File: src/hw/rtl/mvih_pkg.sv
package mvih_pkg;

  localparam int MUON_DEPTH_DEF     = 64;
  localparam int HIST_BINS_DEF      = 200;
  localparam int DETECTOR_COUNT_DEF = 4;

  localparam int TIME_W     = 63;
  localparam int CLS_W      = 3;
  localparam int CFG_IDX_W  = 3;
  localparam int CFG_DATA_W = 24;

  localparam logic [31:0] CROSS_MASK = 32'h1000_0002;
  localparam int NS_PER_US = 1000;
  localparam int BIN_NS    = 10000;

  // dt / BIN_NS by reciprocal, one-step correction downward
  localparam int DT_W      = 24;
  localparam int DIV_SHIFT = 29;
  localparam int RECIP_W   = 17;
  localparam int DIV_RECIP = (2 ** DIV_SHIFT + BIN_NS - 1) / BIN_NS;
  localparam int Q_W       = DT_W + RECIP_W - DIV_SHIFT;

  localparam int QUEUE_DEPTH = 2;

  localparam logic [2:0] CFG_ISOLATION   = 3'd0;
  localparam logic [2:0] CFG_MUON_SEP    = 3'd1;
  localparam logic [2:0] CFG_POOL_HITS   = 3'd2;
  localparam logic [2:0] CFG_AD_CHARGE   = 3'd3;
  localparam logic [2:0] CFG_PROMPT_LOW  = 3'd4;
  localparam logic [2:0] CFG_DELAYED_LOW = 3'd5;
  localparam logic [2:0] CFG_ENERGY_HIGH = 3'd6;

  localparam logic [2:0] DET_POOL_A = 3'd5;
  localparam logic [2:0] DET_POOL_B = 3'd6;
  localparam logic [2:0] DET_RPC    = 3'd7;

  localparam logic [1:0] HIST_ALL   = 2'd0;
  localparam logic [1:0] HIST_LOOSE = 2'd1;
  localparam logic [1:0] HIST_TIGHT = 2'd2;

  typedef enum logic [2:0] {
    CLS_CROSS    = 3'd0,
    CLS_MUON     = 3'd1,
    CLS_FLASHER  = 3'd2,
    CLS_SINGLE   = 3'd3,
    CLS_OTHER    = 3'd4,
    CLS_READBACK = 3'd5
  } event_class_t;

  typedef enum logic [1:0] {
    JOB_RESULT,
    JOB_READ,
    JOB_MUON,
    JOB_FILL
  } job_kind_t;

  typedef struct packed {
    job_kind_t    kind;
    event_class_t cls;
    logic [62:0]  tm;
    logic [62:0]  prev;
    logic         loose;
    logic         tight;
    logic [1:0]   sel;
    logic [7:0]   bin;
  } job_t;

  typedef enum logic [2:0] {
    B_CLEAR,
    B_IDLE,
    B_READ,
    B_MADDR,
    B_DT,
    B_MUL,
    B_BIN,
    B_INC
  } back_state_t;

  function automatic logic gap_exceeds(input logic [62:0] later, input logic [62:0] earlier,
                                       input logic [15:0] limit_us);
    logic [62:0] diff;
    logic [25:0] lim_ns;
    diff   = later - earlier;
    lim_ns = 26'(limit_us) * 26'(NS_PER_US);
    return (later > earlier) && (diff > 63'(lim_ns));
  endfunction

endpackage

File: src/hw/rtl/mvih_queue.sv
module mvih_queue (
  input  logic           clk,
  input  logic           rst,
  input  logic           wr,
  input  mvih_pkg::job_t wdata,
  output logic           q_full,
  input  logic           rd,
  output logic           q_empty,
  output mvih_pkg::job_t rdata
);
  import mvih_pkg::*;

  localparam int P_W = QUEUE_DEPTH > 1 ? $clog2(QUEUE_DEPTH) : 1;
  localparam int C_W = $clog2(QUEUE_DEPTH + 1);

  job_t           slots [QUEUE_DEPTH];
  logic [P_W-1:0] wp, rp;
  logic [C_W-1:0] cnt;

  assign q_full  = cnt == C_W'(QUEUE_DEPTH);
  assign q_empty = cnt == '0;
  assign rdata   = slots[rp];

  always_ff @(posedge clk) begin
    if (rst) begin
      wp  <= '0;
      rp  <= '0;
      cnt <= '0;
    end else begin
      if (wr && !q_full) begin
        wp <= (wp == P_W'(QUEUE_DEPTH - 1)) ? '0 : wp + 1'b1;
      end
      if (rd && !q_empty) begin
        rp <= (rp == P_W'(QUEUE_DEPTH - 1)) ? '0 : rp + 1'b1;
      end
      cnt <= cnt + C_W'(wr && !q_full) - C_W'(rd && !q_empty);
    end
  end

  always_ff @(posedge clk) begin
    if (wr && !q_full) begin
      slots[wp] <= wdata;
    end
  end

  assert property (@(posedge clk) disable iff (rst) cnt <= C_W'(QUEUE_DEPTH))
    else $error("queue count out of range");
  assert property (@(posedge clk) disable iff (rst)
                   (wr && !q_full && !(rd && !q_empty)) |=> !q_empty)
    else $error("queue lost a request");
  assert property (@(posedge clk) disable iff (rst) (q_empty == (wp == rp)) || q_full)
    else $error("queue pointers disagree with count");
endmodule

File: config.mk
export PLATFORM = sky130hd
export DESIGN_NAME = mvih_queue
export DESIGN_NICKNAME = d
export VERILOG_FILES = /design/src/hw/rtl/mvih_pkg.sv /design/src/hw/rtl/mvih_queue.sv
export SDC_FILE = /design/constraint.sdc
export NUM_CORES = 1
export LEC_CHECK = 0
export BUFFER_PORTS_ARGS = -buffer_cell sky130_fd_sc_hd__buf_2
export CAP_MARGIN = 20
export CELL_PAD_IN_SITES_DETAIL_PLACEMENT = 0
export CELL_PAD_IN_SITES_GLOBAL_PLACEMENT = 1
export CORE_UTILIZATION = 45
export CTS_CLUSTER_SIZE = 24
export DETAILED_ROUTE_END_ITERATION = 10
export PLACE_DENSITY = 0.79
export SYNTH_ARGS = -nofsm -noshare
export SYNTH_HDL_FRONTEND = slang
export SYNTH_SLANG_ARGS = --single-unit
File: constraint.sdc
create_clock -name clk -period 8 [get_ports clk]
set_clock_uncertainty 0.2 [all_clocks]
set_input_delay 1.2 -clock clk [delete_from_list [all_inputs] [get_ports clk]]
set_output_delay 1.2 -clock clk [all_outputs]
set_load 0.01 [all_outputs]
==> results of run 1 <==
-- layout make-up --
cell class / instances / area (µm²)
diodes: 2 / 5.00
inverters: 4 / 20.0
repair buffers: 296 / 1510
well taps: 319 / 399
multi-input cells: 161 / 2000
clock inverters: 18 / 159
clock buffers: 38 / 802
flip-flops and latches: 291 / 8690
fillers: 1820 / 9960
-- kinds of logic (layout without fill, tap and decap cells) --
kind of cell | after synthesis | count (layout) | synth area share [%]
AO/OA/AOI/OAI | 3 | 3 | 0.162
multiplexers | 143 | 143 | 17.3
other | 0 | 2 | 0
buffers and inverters | 20 | 356 | 1.40
XOR/XNOR | 2 | 2 | 0.162
adder cells (fa/ha/maj) | 2 | 2 | 0.231
flip-flops | 291 | 291 | 80.2
AND/OR/NAND/NOR | 11 | 11 | 0.531
-- cells in the mapped netlist --
library cell / number
nor2b_1: 1
and2_1: 1
nand2b_2: 1
mux2_2: 73
o21ai_0: 1
edfxtp_1: 286
or3_1: 1
mux2_4: 70
dfxtp_1: 5
and3_1: 1
inv_1: 4
nor3_1: 1
nor2_1: 4
buf_6: 9
xnor2_1: 1
xor2_1: 1
a21oi_1: 1
nand2_1: 1
ha_1: 2
o21a_1: 1
buf_2: 7
-- path summary, 6_finish.rpt --
path / startpoint / end / slack (ns) / cells past startpoint
min: wp$_SDFFE_PP0P_ / wp$_SDFFE_PP0P_ / 0.31 / 2
max reg2reg: cnt[0]$_SDFF_PP0_ / slots[0][81]$_DFFE_PP_ / 4.98 / 5
max: register / rdata[138] / 3.69 / 3
min reg2reg: wp$_SDFFE_PP0P_ / wp$_SDFFE_PP0P_ / 0.31 / 2
-- per-stage QoR --
stage	worst slack [ns]	util [%]	power, mW
floorplan	2.74	-	2.84
detailed placement	4.14	53.5	3.22
global route	3.48	57.7	4.70
finish	3.69	57.7	4.50
CTS	3.55	57.6	4.57
global placement	4.23	53.5	3.18
-- metal layers --
layer	GRT usage, %	up-vias
met3	4.52	36
met2	27.4	213
met1	19.4	2676
li1	-	2504
met5	0	-
met4	4.62	4
-- flip-flops by register name, summed over array words and instances, names as in the netlist, named ones only --
signal / count
rp: 1
slots: 286
wp: 1
cnt: 2
-- worst reg2reg max path: stages (launching register included) --
cell and delay [ns]:
dfxtp_1 0.37, nand2b_2 0.17, inv_1 0.07, or3_1 0.39, inv_6 0.49, buf_4 0.86
-- where the power goes --
part           total [mW]  internal (mW)  leakage, nW  switching, mW
sequential           2.06           1.95         2.71          0.110
clock                1.34          0.801        0.471          0.536
combinational        1.11          0.565         2.02          0.547
total                4.50           3.31         5.21           1.19
==> flow_metrics.tcl, run 1 <==
set metrics [dict create \
    wl_per_cell_um 18.2 \
    post-route-period-util_pct 53.9 \
    hold_buffers 0 \
    wirelength_um 20600 \
    cp_data_required_time_ns 6.60 \
    vias_per_cell 4.81 \
    antenna_left 0 \
    wl_met2_um 10400 \
    ios 292 \
    antenna_found_initial 3 \
    finalMaxSlewViolations 0 \
    numCtsBuffers 30 \
    cp_num_buf_inv 2 \
    hold_path.class "reg -> reg" \
    grt_max_degree 83 \
    fin_crit_ns 4.31 \
    crit_family "flip-flops" \
    syn-num-nets 621 \
    dp_hpwl_um 13600 \
    cpPeakStageDelay_ns 1.00 \
    ys_warn_count 0 \
    numPortBuffers 291 \
    placedCellCount 1070 \
    clock-sinks 291 \
    die_h_um 157 \
    post-cts-setup-buffer-count 0 \
    path_class "reg -> out" \
    grt_util_all_layers_pct 15.9 \
    die_area_mm2 0.0247 \
    finalNonFillerCells 1129 \
    grt_setup_unrepaired "false" \
    coreArea_mm2 0.0235 \
    rows 56 \
    nNetsFinal 933 \
    grt_pass1_wl_um 29600 \
    synthTopCellsByArea "edfxtp_1, mux2_4, mux2_2" \
    dr_wl_met3_um 1630 \
    drtIter0Drc 193 \
    pwr_density_cell_mw_per_mm2 332 \
    syn_to_final_growth_pct 25.5 \
    clk_pin_slew_ns 0.06 \
    drc_errors 0 \
    syn-cell-area_mm2 0.0108 \
    status "finished clean" \
    final_cell_mix "buf_2, edfxtp_1, mux2_2" \
    drive_gt1_share_pct 60.0 \
    wl_met1_um 8120 \
    worst_path_max_delay_cell "dfxtp_4" \
    dr.max_layer_used "met5" \
    yosys.area.top_type_share_pct 79.3 \
    max-clock-path-buffers 3 \
    grt_overflow 0 \
    crit_fanout 61 \
    cts_root_buf "clkbuf_16" \
    arrival_ns 2.91 \
    synth.distinct_cells 21 \
    stdcell_area_mm2 0.0136 \
    max_freq_ghz 0.232 \
    vias 5433 \
    finalHoldViolations 0 \
    ctsHtreeMaxLevel 1 \
    final_common_cell "buf_2" \
    ys_ff_latch 291 \
    p_leak_nw 5.21 \
    whs_ns 0.307 \
    synth_top_area_cell "edfxtp_1" \
    fp.dieW_um 157 \
    netlist_instances 472 \
    post_cts_resized 0 \
    clk_latency_ns 0.53 \
    end_kind "output pin" \
    finalSetupTns_ns 0 \
    path_cells "buf_4 > mux2_2 > buf_2" \
    first_global_vias 5531 \
    synth_area_per_cell_um2 22.9 \
    drt_pass1_iterations 4 \
    yosysSeqAreaShare_pct 80.2 \
    worst_pin_slew_ns 1.04 \
    start_util_pct 46.0 \
    setup_viol 0 \
    cts_tree "done" \
    irDropWorstVdd_uv 247 \
    critPathLaunchType "register" \
    dpl_cell_area_mm2 0.0126 \
    drv_cap 0 \
    relSlewSlack_pct 30.4 \
    gp_congestion 0.764 \
]
No activity file was read; power rests on OpenSTA's default activity.
==> inputs of run 2 (changes only) <==
Settings changed: CORE_UTILIZATION 45 to 44, PLACE_DENSITY 0.79 to 0.78.
Clock period 8 ns to 4.3 ns, I/O delays scaled along.
==> run 2 against run 1 <==
Net effect: via count about the same; critical path depth unchanged; sequential power up 83%; non-clock buffer count up 1; clock-buffer cell count down 5; routed wire length up 0.74%; clock power up 72%; final cell count down 0.18%; sequential share of layout area up 0.30 points; total power up 83%; largest power group unchanged.
==> flow_metrics.tcl, run 2 (synthesis gave the netlist of run 1 again) <==
set metrics [dict create \
    grt_max_degree 80 \
    fin_crit_ns 3.13 \
    max-clock-path-buffers 3 \
    final_cell_mix "buf_2, edfxtp_1, mux2_2" \
    largest_reg_flops 286 \
    numPortBuffers 291 \
    finalSetupTns_ns 0 \
    clk_pin_slew_ns 0.06 \
    worst_pin_slew_ns 0.940 \
    dp_slack_ns 1.62 \
    p_leak_nw 5.17 \
    grt_pass1_wl_um 31700 \
    grt.busiest_layer "met2" \
    cp_data_required_time_ns 3.45 \
    cts_tree "done" \
    ios 292 \
    post-route-period-util_pct 72.8 \
    drtIter0Drc 275 \
    fp.dieW_um 159 \
    vias 5437 \
    pwr_density_cell_mw_per_mm2 608 \
    arrival_ns 2.29 \
    clk_latency_ns 0.52 \
    irDropWorstVdd_uv 564 \
    relSlewSlack_pct 37.4 \
    vias_per_cell 4.82 \
    numCtsBuffers 29 \
    worstHoldStart "wdata[106]" \
    max_freq_ghz 0.319 \
    dp_hpwl_um 13900 \
    hold_path.class "in -> reg" \
    drc_errors 0 \
    status "finished clean" \
    nNetsFinal 933 \
    drt_pass1_iterations 4 \
    r2r-start "cnt[0]$_SDFF_PP0_" \
    ctsHtreeMaxLevel 1 \
    final_common_cell "buf_2" \
    crit_fanout 79 \
    regMostFlops "slots" \
    syn_to_final_growth_pct 24.9 \
    hold_buffers 0 \
    drv_cap 0 \
    first_global_vias 5762 \
    grt_overflow 0 \
    critPathLaunchType "register" \
    gr-usage-met2_pct 27.8 \
    clock-sinks 291 \
    drive_gt1_share_pct 60.1 \
    finalMaxSlewViolations 0 \
    setup_viol 0 \
    rows 57 \
    wirelength_um 20700 \
    grt_util_all_layers_pct 16.1 \
    finalHoldViolations 0 \
    reg.largest.list "slots (286), cnt (2)" \
    fin_ws_ns 1.17 \
    post-cts-setup-buffer-count 0 \
    whs_ns 0.0965 \
    path_class "reg -> out" \
    die_h_um 159 \
    grt_setup_unrepaired "false" \
    cts_root_buf "clkbuf_16" \
    end_kind "output pin" \
    gp_congestion 0.787 \
    gr-usage-met1_pct 20.1 \
    post_cts_resized 0 \
    coreArea_mm2 0.0242 \
    finalPower_mw 8.22 \
    die_area_mm2 0.0252 \
    start_util_pct 44.7 \
    wl_per_cell_um 18.4 \
    antenna_found_initial 2 \
    grt_use_met3_pct 4.39 \
    fill_cells 1926 \
    antenna_left 0 \
]
-- run 2: metrics by stage --
| step | util (%) | cells | area, µm² |
|---|---|---|---|
| floorplan | - | 472 | 10800 |
| global placement | 52.2 | 1077 | 12700 |
| detailed placement | 52.2 | 1077 | 12700 |
| CTS | 55.8 | 1126 | 13500 |
| global route | 55.8 | 1127 | 13500 |
| finish | 55.8 | 1127 | 13500 |
-- run 2: final cells by class --
type / instances / area, µm² / share of cell area [%]
Clock inverter: 16 / 129 / 0.953
Timing Repair Buffer: 297 / 1540 / 11.4
Multi-Input combinational cell: 161 / 2000 / 14.8
Inverter: 4 / 18.8 / 0.139
Sequential cell: 291 / 8690 / 64.3
Tap cell: 324 / 405 / 3.00
Clock buffer: 33 / 741 / 5.48
Antenna cell: 1 / 2.50 / 0.0185
-- run 2: routing by layer --
metal | share of wire (%) | routed length, µm | vias up
met5 | 0.039 | 8 | -
met4 | 1.9 | 384 | 2
met3 | 7.7 | 1600 | 27
met2 | 50 | 10300 | 218
met1 | 41 | 8420 | 2696
li1 | - | - | 2494
-- run 2: power by group --
part           switching (mW)  leakage [nW]  total [mW]  internal, mW
registers               0.144          2.71        3.76          3.62
logic                    1.09          2.03        2.15          1.06
clock network           0.968         0.430        2.31          1.34
-- run 2: critical path: stages (launching register included) --
cell     delay, ns
dfxtp_4       0.61
buf_12        0.42
mux2_2        0.44
buf_2         0.15
-- run 2: worst paths after layout --
kind / to / slack, ns / depth (start not counted)
setup reg to reg: slots[0][73]$_DFFE_PP_ / 1.86 / 5
hold reg to reg: rp$_SDFFE_PP0P_ / 0.33 / 2
hold / removal: slots[1][106]$_DFFE_PP_ / 0.1 / 1
setup / recovery: rdata[32] / 1.17 / 3
