**config.mk**
```make
export PLATFORM = sky130hd
export DESIGN_NAME = mvih_front
export DESIGN_NICKNAME = d
export VERILOG_FILES = /design/src/hw/rtl/mvih_pkg.sv /design/src/hw/rtl/mvih_front.sv
export SDC_FILE = /design/constraint.sdc
export NUM_CORES = 2
export LEC_CHECK = 0
export ABC_CLOCK_PERIOD_IN_PS = 14600
export BUFFER_PORTS_ARGS = -buffer_cell sky130_fd_sc_hd__buf_2
export CORE_ASPECT_RATIO = 0.5
export CORE_MARGIN = 1.5
export CORE_UTILIZATION = 25
export DETAILED_ROUTE_END_ITERATION = 8
export GPL_ROUTABILITY_DRIVEN = 0
export GPL_TIMING_DRIVEN = 0
export HOLD_SLACK_MARGIN = 0.05
export PLACE_DENSITY = 0.51
export REMOVE_ABC_BUFFERS = 1
export SLEW_MARGIN = 20
export SYNTH_ARGS = -nofsm -noshare
export SYNTH_HDL_FRONTEND = slang
export SYNTH_SLANG_ARGS = --single-unit
```
**constraint.sdc**
```tcl
create_clock -name clk -period 14.6 [get_ports clk]
set_input_delay 3.65 -clock clk [delete_from_list [all_inputs] [get_ports clk]]
set_output_delay 3.65 -clock clk [all_outputs]
set_load 0.02 [all_outputs]
```
**src/hw/rtl/mvih_pkg.sv**
```systemverilog
package mvih_pkg;

  localparam int MUON_DEPTH_DEF     = 64;
  localparam int HIST_BINS_DEF      = 200;
  localparam int DETECTOR_COUNT_DEF = 4;

  localparam int TIME_W     = 63;
  localparam int CLS_W      = 3;
  localparam int CFG_IDX_W  = 3;
  localparam int CFG_DATA_W = 24;

  localparam logic [31:0] CROSS_MASK = 32'h1000_0002;
  localparam int NS_PER_US = 1000;
  localparam int BIN_NS    = 10000;

  // dt / BIN_NS by reciprocal, one-step correction downward
  localparam int DT_W      = 24;
  localparam int DIV_SHIFT = 29;
  localparam int RECIP_W   = 17;
  localparam int DIV_RECIP = (2 ** DIV_SHIFT + BIN_NS - 1) / BIN_NS;
  localparam int Q_W       = DT_W + RECIP_W - DIV_SHIFT;

  localparam int QUEUE_DEPTH = 2;

  localparam logic [2:0] CFG_ISOLATION   = 3'd0;
  localparam logic [2:0] CFG_MUON_SEP    = 3'd1;
  localparam logic [2:0] CFG_POOL_HITS   = 3'd2;
  localparam logic [2:0] CFG_AD_CHARGE   = 3'd3;
  localparam logic [2:0] CFG_PROMPT_LOW  = 3'd4;
  localparam logic [2:0] CFG_DELAYED_LOW = 3'd5;
  localparam logic [2:0] CFG_ENERGY_HIGH = 3'd6;

  localparam logic [2:0] DET_POOL_A = 3'd5;
  localparam logic [2:0] DET_POOL_B = 3'd6;
  localparam logic [2:0] DET_RPC    = 3'd7;

  localparam logic [1:0] HIST_ALL   = 2'd0;
  localparam logic [1:0] HIST_LOOSE = 2'd1;
  localparam logic [1:0] HIST_TIGHT = 2'd2;

  typedef enum logic [2:0] {
    CLS_CROSS    = 3'd0,
    CLS_MUON     = 3'd1,
    CLS_FLASHER  = 3'd2,
    CLS_SINGLE   = 3'd3,
    CLS_OTHER    = 3'd4,
    CLS_READBACK = 3'd5
  } event_class_t;

  typedef enum logic [1:0] {
    JOB_RESULT,
    JOB_READ,
    JOB_MUON,
    JOB_FILL
  } job_kind_t;

  typedef struct packed {
    job_kind_t    kind;
    event_class_t cls;
    logic [62:0]  tm;
    logic [62:0]  prev;
    logic         loose;
    logic         tight;
    logic [1:0]   sel;
    logic [7:0]   bin;
  } job_t;

  typedef enum logic [2:0] {
    B_CLEAR,
    B_IDLE,
    B_READ,
    B_MADDR,
    B_DT,
    B_MUL,
    B_BIN,
    B_INC
  } back_state_t;

  function automatic logic gap_exceeds(input logic [62:0] later, input logic [62:0] earlier,
                                       input logic [15:0] limit_us);
    logic [62:0] diff;
    logic [25:0] lim_ns;
    diff   = later - earlier;
    lim_ns = 26'(limit_us) * 26'(NS_PER_US);
    return (later > earlier) && (diff > 63'(lim_ns));
  endfunction

endpackage

```
**src/hw/rtl/mvih_front.sv**
```systemverilog
module mvih_front #(
  parameter int DETECTOR_COUNT = mvih_pkg::DETECTOR_COUNT_DEF
) (
  input  logic                                clk,
  input  logic                                rst,
  input  logic                                push,
  output logic                                full,
  input  logic                                operation,
  input  logic [2:0]                          detector,
  input  logic [31:0]                         trigger_type,
  input  logic [62:0]                         time_ns,
  input  logic [19:0]                         energy_kev,
  input  logic [9:0]                          hit_count,
  input  logic [23:0]                         nominal_charge,
  input  logic                                is_flasher,
  input  logic [1:0]                          hist_select,
  input  logic [7:0]                          hist_bin,
  input  logic                                cfg_write,
  input  logic [mvih_pkg::CFG_IDX_W-1:0]      cfg_index,
  input  logic [mvih_pkg::CFG_DATA_W-1:0]     cfg_data,
  input  logic                                clearing,
  input  logic                                q_full,
  output logic                                q_push,
  output mvih_pkg::job_t                      q_data
);
  import mvih_pkg::*;

  localparam int DI_W = DETECTOR_COUNT > 1 ? $clog2(DETECTOR_COUNT) : 1;

  logic [15:0] iso_gap_us, muon_gap_us;
  logic [9:0]  pool_hit_threshold;
  logic [23:0] ad_charge_threshold;
  logic [19:0] prompt_low_kev, delayed_low_kev, energy_high_kev;

  logic        held;
  logic        h_op, h_flasher;
  logic [2:0]  h_det;
  logic [31:0] h_trig;
  logic [62:0] h_time;
  logic [19:0] h_energy;
  logic [9:0]  h_hits;
  logic [23:0] h_charge;
  logic [1:0]  h_sel;
  logic [7:0]  h_bin;

  logic        have_muon;
  logic [62:0] newest_muon;
  logic [62:0] last_prompt [DETECTOR_COUNT];
  logic [62:0] last_delayed [DETECTOR_COUNT];
  logic        dly_flag [DETECTOR_COUNT];
  logic        pmp_flag [DETECTOR_COUNT];

  logic [DI_W-1:0] d;
  logic cross_veto, is_muon, record, in_range, delayed, prompt, gap_dly, gap_pmp, fire;

  assign full   = held || clearing;
  assign q_push = held && !q_full;
  assign fire   = q_push && !h_op && !cross_veto;

  always_comb begin
    d          = DI_W'(h_det - 3'd1);
    cross_veto = (h_trig & CROSS_MASK) == CROSS_MASK;
    case (h_det)
      DET_RPC:                is_muon = 1'b0;
      DET_POOL_A, DET_POOL_B: is_muon = h_hits > pool_hit_threshold;
      default:                is_muon = h_charge > ad_charge_threshold;
    endcase
    record   = is_muon && (!have_muon || gap_exceeds(h_time, newest_muon, muon_gap_us));
    in_range = (h_det != 3'd0) && ({1'b0, h_det} <= 4'(DETECTOR_COUNT));
    delayed  = h_energy > delayed_low_kev && h_energy < energy_high_kev;
    prompt   = h_energy > prompt_low_kev && h_energy < energy_high_kev;
    gap_dly  = 1'b0;
    gap_pmp  = 1'b0;
    q_data       = '0;
    q_data.kind  = JOB_RESULT;
    q_data.tm    = h_time;
    q_data.sel   = h_sel;
    q_data.bin   = h_bin;
    if (h_op) begin
      q_data.kind = JOB_READ;
      q_data.cls  = CLS_READBACK;
    end else if (cross_veto) begin
      q_data.cls = CLS_CROSS;
    end else if (record) begin
      q_data.kind = JOB_MUON;
      q_data.cls  = CLS_MUON;
    end else if (h_flasher) begin
      q_data.cls = CLS_FLASHER;
    end else if (!in_range) begin
      q_data.cls = CLS_OTHER;
    end else begin
      q_data.cls = CLS_SINGLE;
      gap_dly = gap_exceeds(h_time, last_delayed[d], iso_gap_us);
      gap_pmp = gap_exceeds(h_time, last_prompt[d], iso_gap_us);
      if (delayed) begin
        q_data.kind  = JOB_FILL;
        q_data.prev  = last_delayed[d];
        q_data.loose = gap_dly && dly_flag[d];
        q_data.tight = gap_dly && pmp_flag[d];
      end
    end
  end

  always_ff @(posedge clk) begin
    if (rst) begin
      held                <= 1'b0;
      have_muon           <= 1'b0;
      iso_gap_us          <= 16'd200;
      muon_gap_us         <= 16'd10;
      pool_hit_threshold  <= 10'd12;
      ad_charge_threshold <= 24'd3000;
      prompt_low_kev      <= 20'd700;
      delayed_low_kev     <= 20'd6000;
      energy_high_kev     <= 20'd12000;
      for (int i = 0; i < DETECTOR_COUNT; i++) begin
        last_prompt[i]  <= '0;
        last_delayed[i] <= '0;
        dly_flag[i]     <= 1'b0;
        pmp_flag[i]     <= 1'b0;
      end
    end else begin
      if (cfg_write) begin
        case (cfg_index)
          CFG_ISOLATION:   iso_gap_us          <= cfg_data[15:0];
          CFG_MUON_SEP:    muon_gap_us         <= cfg_data[15:0];
          CFG_POOL_HITS:   pool_hit_threshold  <= cfg_data[9:0];
          CFG_AD_CHARGE:   ad_charge_threshold <= cfg_data;
          CFG_PROMPT_LOW:  prompt_low_kev      <= cfg_data[19:0];
          CFG_DELAYED_LOW: delayed_low_kev     <= cfg_data[19:0];
          CFG_ENERGY_HIGH: energy_high_kev     <= cfg_data[19:0];
          default: ;
        endcase
      end
      if (push && !full) begin
        held <= 1'b1;
      end else if (q_push) begin
        held <= 1'b0;
      end
      if (fire) begin
        if (record) begin
          have_muon   <= 1'b1;
          newest_muon <= h_time;
        end else if (!h_flasher && in_range) begin
          if (delayed) begin
            last_delayed[d] <= h_time;
            dly_flag[d]     <= gap_dly;
            pmp_flag[d]     <= gap_pmp;
          end
          if (prompt) begin
            last_prompt[d] <= h_time;
          end
        end
      end
    end
  end

  always_ff @(posedge clk) begin
    if (push && !full) begin
      h_op      <= operation;
      h_det     <= detector;
      h_trig    <= trigger_type;
      h_time    <= time_ns;
      h_energy  <= energy_kev;
      h_hits    <= hit_count;
      h_charge  <= nominal_charge;
      h_flasher <= is_flasher;
      h_sel     <= hist_select;
      h_bin     <= hist_bin;
    end
  end

  assert property (@(posedge clk) disable iff (rst) clearing |-> full)
    else $error("item taken during histogram clear");
  assert property (@(posedge clk) disable iff (rst) (push && !full) |=> held)
    else $error("accepted request not held");
  assert property (@(posedge clk) disable iff (rst) (held && q_full) |=> held)
    else $error("held request dropped while queue full");
endmodule

```
==> results.cfg <==
[status]
status = finished clean

[clock_tree]
tritoncts = built
cts_made_buffers = 91
cts_sinks = 837
worst_skew_pair.late_latency_ps = 720
cts_max_level = 3
cts.path.max_buffers = 3
cts_root_buffer = clkbuf_16
clk_pin_slew_ps = 70

[route]
ant_nets = 0
vias_per_cell = 4.82
vias = 41025
drt_iter0_drc = 3075
wl_per_cell_um = 21.2
drt-total-wl_um = 180000
dr.pass1.iters = 7
drcViolationCount = 0

[floorplanning]
die_width_um = 663
rows = 120
coreArea_mm2 = 0.215
die_area_mm2 = 0.221
die_h_um = 333
io_pins = 342
start_util_pct = 25.3

[placed_design]
dp_slack_ps = 811
dp_hpwl_um = 136000
post_dp_cell_area_mm2 = 0.0603
port_buffers = 311

[global_route]
grt_pass1_wl_um = 266000
grt_pass1_vias = 39929
grt_overflow = 0
track_usage_pct = 15.9
grt_max_degree = 71
antenna_found_initial = 15

[finish]
fin_area_mm2 = 0.0634
final_cell_mix = edfxtp_1 (709), inv_1 (523), nand2_1 (499), ha_1 (458), nor2_1 (439)
layout_commonest_cell = edfxtp_1
drive_above_1_share_pct = 12.6
area_growth_pct = 16.6
nFillCells = 22319
nets = 6334

[synth]
syn_inst = 5299
ys_ff_latch = 837
syn_avg_cell_area_um2 = 10.3
ys_async_sr_fraction_pct = 0
synth_edf_count = 709
ys.flop_type = edfxtp_1
yosys_warnings = 0
ys_seq_area_share_pct = 43.9
syn_area_mm2 = 0.0544
ys_types = 86

[critical_path]
startpoint_type = flip-flop
crit_required_ps = 10950
cp_slowest_cell = dfxtp_1
critPathMaxFanout = 7
cp-end-kind = output port
critical_path_arrival_ps = 10290
path_class = flip-flop to output port
crit_path_max_incr_delay_ps = 680

[sta]
tns_ps = 0
fin_crit_sh_pct = 95.5
worst_pin_slew_ps = 1040
hold_viol_final = 0
slew_headroom_pct = 30.1
fmax_ghz = 0.0717
setup_viol = 0
maxSlewViolCount = 0
finClkSkew_ps = 36.2
rsz0062_at_grt = false
min_period_ps = 13940
worst_slack_ps = 656

[worst_hold_path]
hold_class = flip-flop to flip-flop

[pwr]
p_leak_nw = 25.0
powerDensity_mw_per_mm2 = 103
power_mw = 6.52
vdd_drop_max_v = 0.0000919

[job]
maxCapViolations = 0
-- report_power, final --
group	switching (mW)	internal [mW]
clock	1.07	1.32
sequential	0.0678	2.66
combinational	0.870	0.536
total	2.00	4.51
-- cells by family after synthesis --
logic type | count (synthesis) | synth area share, %
AND/OR/NAND/NOR | 1789 | 15.9
buffers and inverters | 736 | 5.11
XOR/XNOR | 142 | 2.29
flip-flops | 837 | 43.9
adder cells (fa/ha/maj) | 570 | 14.6
AO/OA/AOI/OAI | 1081 | 12.6
multiplexers | 144 | 5.60
-- critical path, delay by kind of cell, from the launching register on --
family	cells	cell delay, ps
DFF	1	680
and+or+nand+nor	7	1790
xor gates and xnor gates	1	640
adders and majority gates	6	2680
AOI/OAI and AO/OA	15	3460
buffers and inverters	3	310
-- cells in the mapped netlist, drive strengths merged (24+ instances only) --
| master | n | area, um2 |
|---|---|---|
| edfxtp | 709 | 21300 |
| inv | 524 | 1970 |
| nand2 | 504 | 1890 |
| ha | 459 | 5740 |
| nor2 | 446 | 1680 |
| a21oi | 381 | 1910 |
| and2 | 271 | 1700 |
| o21ai | 208 | 1040 |
| clkbuf | 189 | 719 |
| nor3 | 142 | 716 |
| dfxtp | 128 | 2560 |
| mux4 | 128 | 2880 |
| a21o | 114 | 856 |
| fa | 111 | 2220 |
| nand3 | 97 | 500 |
| nand4 | 93 | 582 |
| xnor2 | 77 | 674 |
| xor2 | 65 | 569 |
| o211ai | 61 | 458 |
| nand2b | 49 | 307 |
| o21a | 46 | 345 |
| nor2b | 38 | 238 |
| o21bai | 35 | 263 |
| a211oi | 33 | 253 |
| nor4 | 33 | 206 |
| and3 | 27 | 169 |
| or3 | 24 | 150 |
-- path summary, 6_finish.rpt --
| check | startpoint | end | slack (ps) | depth (start not counted) |
|---|---|---|---|---|
| worst max-delay path | iso_gap_us[0]$_SDFFE_PP0P_ | q_data[10] | 660 | 32 |
| worst min-delay path | ad_charge_threshold[21]$_SDFFE_PP0P_ | ad_charge_threshold[21]$_SDFFE_PP0P_ | 450 | 2 |
| worst max register to register | muon_gap_us[1]$_SDFFE_PP1P_ | last_delayed[1][38]$_SDFFCE_PN0P_ | 4170 | 32 |
| worst min register to register | ad_charge_threshold[21]$_SDFFE_PP0P_ | ad_charge_threshold[21]$_SDFFE_PP0P_ | 450 | 2 |
-- registers in the layout, indices dropped and copies added, names as in the netlist, 2 cells and up --
register             flops
last_prompt            252
prompt_low_kev          20
delayed_low_kev         20
pmp_flag                 4
h_time                  63
newest_muon             63
h_det                    3
energy_high_kev         20
h_charge                24
h_trig                   2
h_bin                    8
pool_hit_threshold      10
h_energy                20
last_delayed           252
h_hits                  10
ad_charge_threshold     24
h_sel                    2
muon_gap_us             16
dly_flag                 4
iso_gap_us              16
-- per-stage QoR --
stage | util (%) | cells | hold slack (ps)
CTS | 29.4 | 8505 | 455
finish | 29.5 | 8512 | 454
detailed placement | 28.0 | 8338 | 446
global route | 29.5 | 8510 | 474
floorplan | - | 5087 | 427
global placement | 27.3 | 8265 | 437
-- cell type report --
| type | instances | area, um2 | share of cell area, % |
|---|---|---|---|
| Timing Repair Buffer | 387 | 2990 | 4.71 |
| Multi-Input combinational cell | 3726 | 28000 | 44.2 |
| Sequential cell | 837 | 23900 | 37.6 |
| Inverter | 524 | 1970 | 3.11 |
| Tap cell | 2867 | 3590 | 5.65 |
| Clock buffer | 118 | 2480 | 3.91 |
| Clock inverter | 49 | 536 | 0.844 |
| Antenna cell | 4 | 10.0 | 0.0158 |
-- layer usage --
layer  up-vias  track usage (%)  wire length (um)
met4         6             4.24              4660
met3       192             1.84              8300
met2      1071             26.4             84300
met1     20115             22.0             83000
li1      19641                -                 -
met5         -                0                37
-- repair_timing --
action	4_1_cts	5_1_grt
hold buffers	0	0
buffers inserted	0	3
endpoints found under the setup margin	0	13
gates resized for setup	0	8
(Power assumes the default switching activity.)
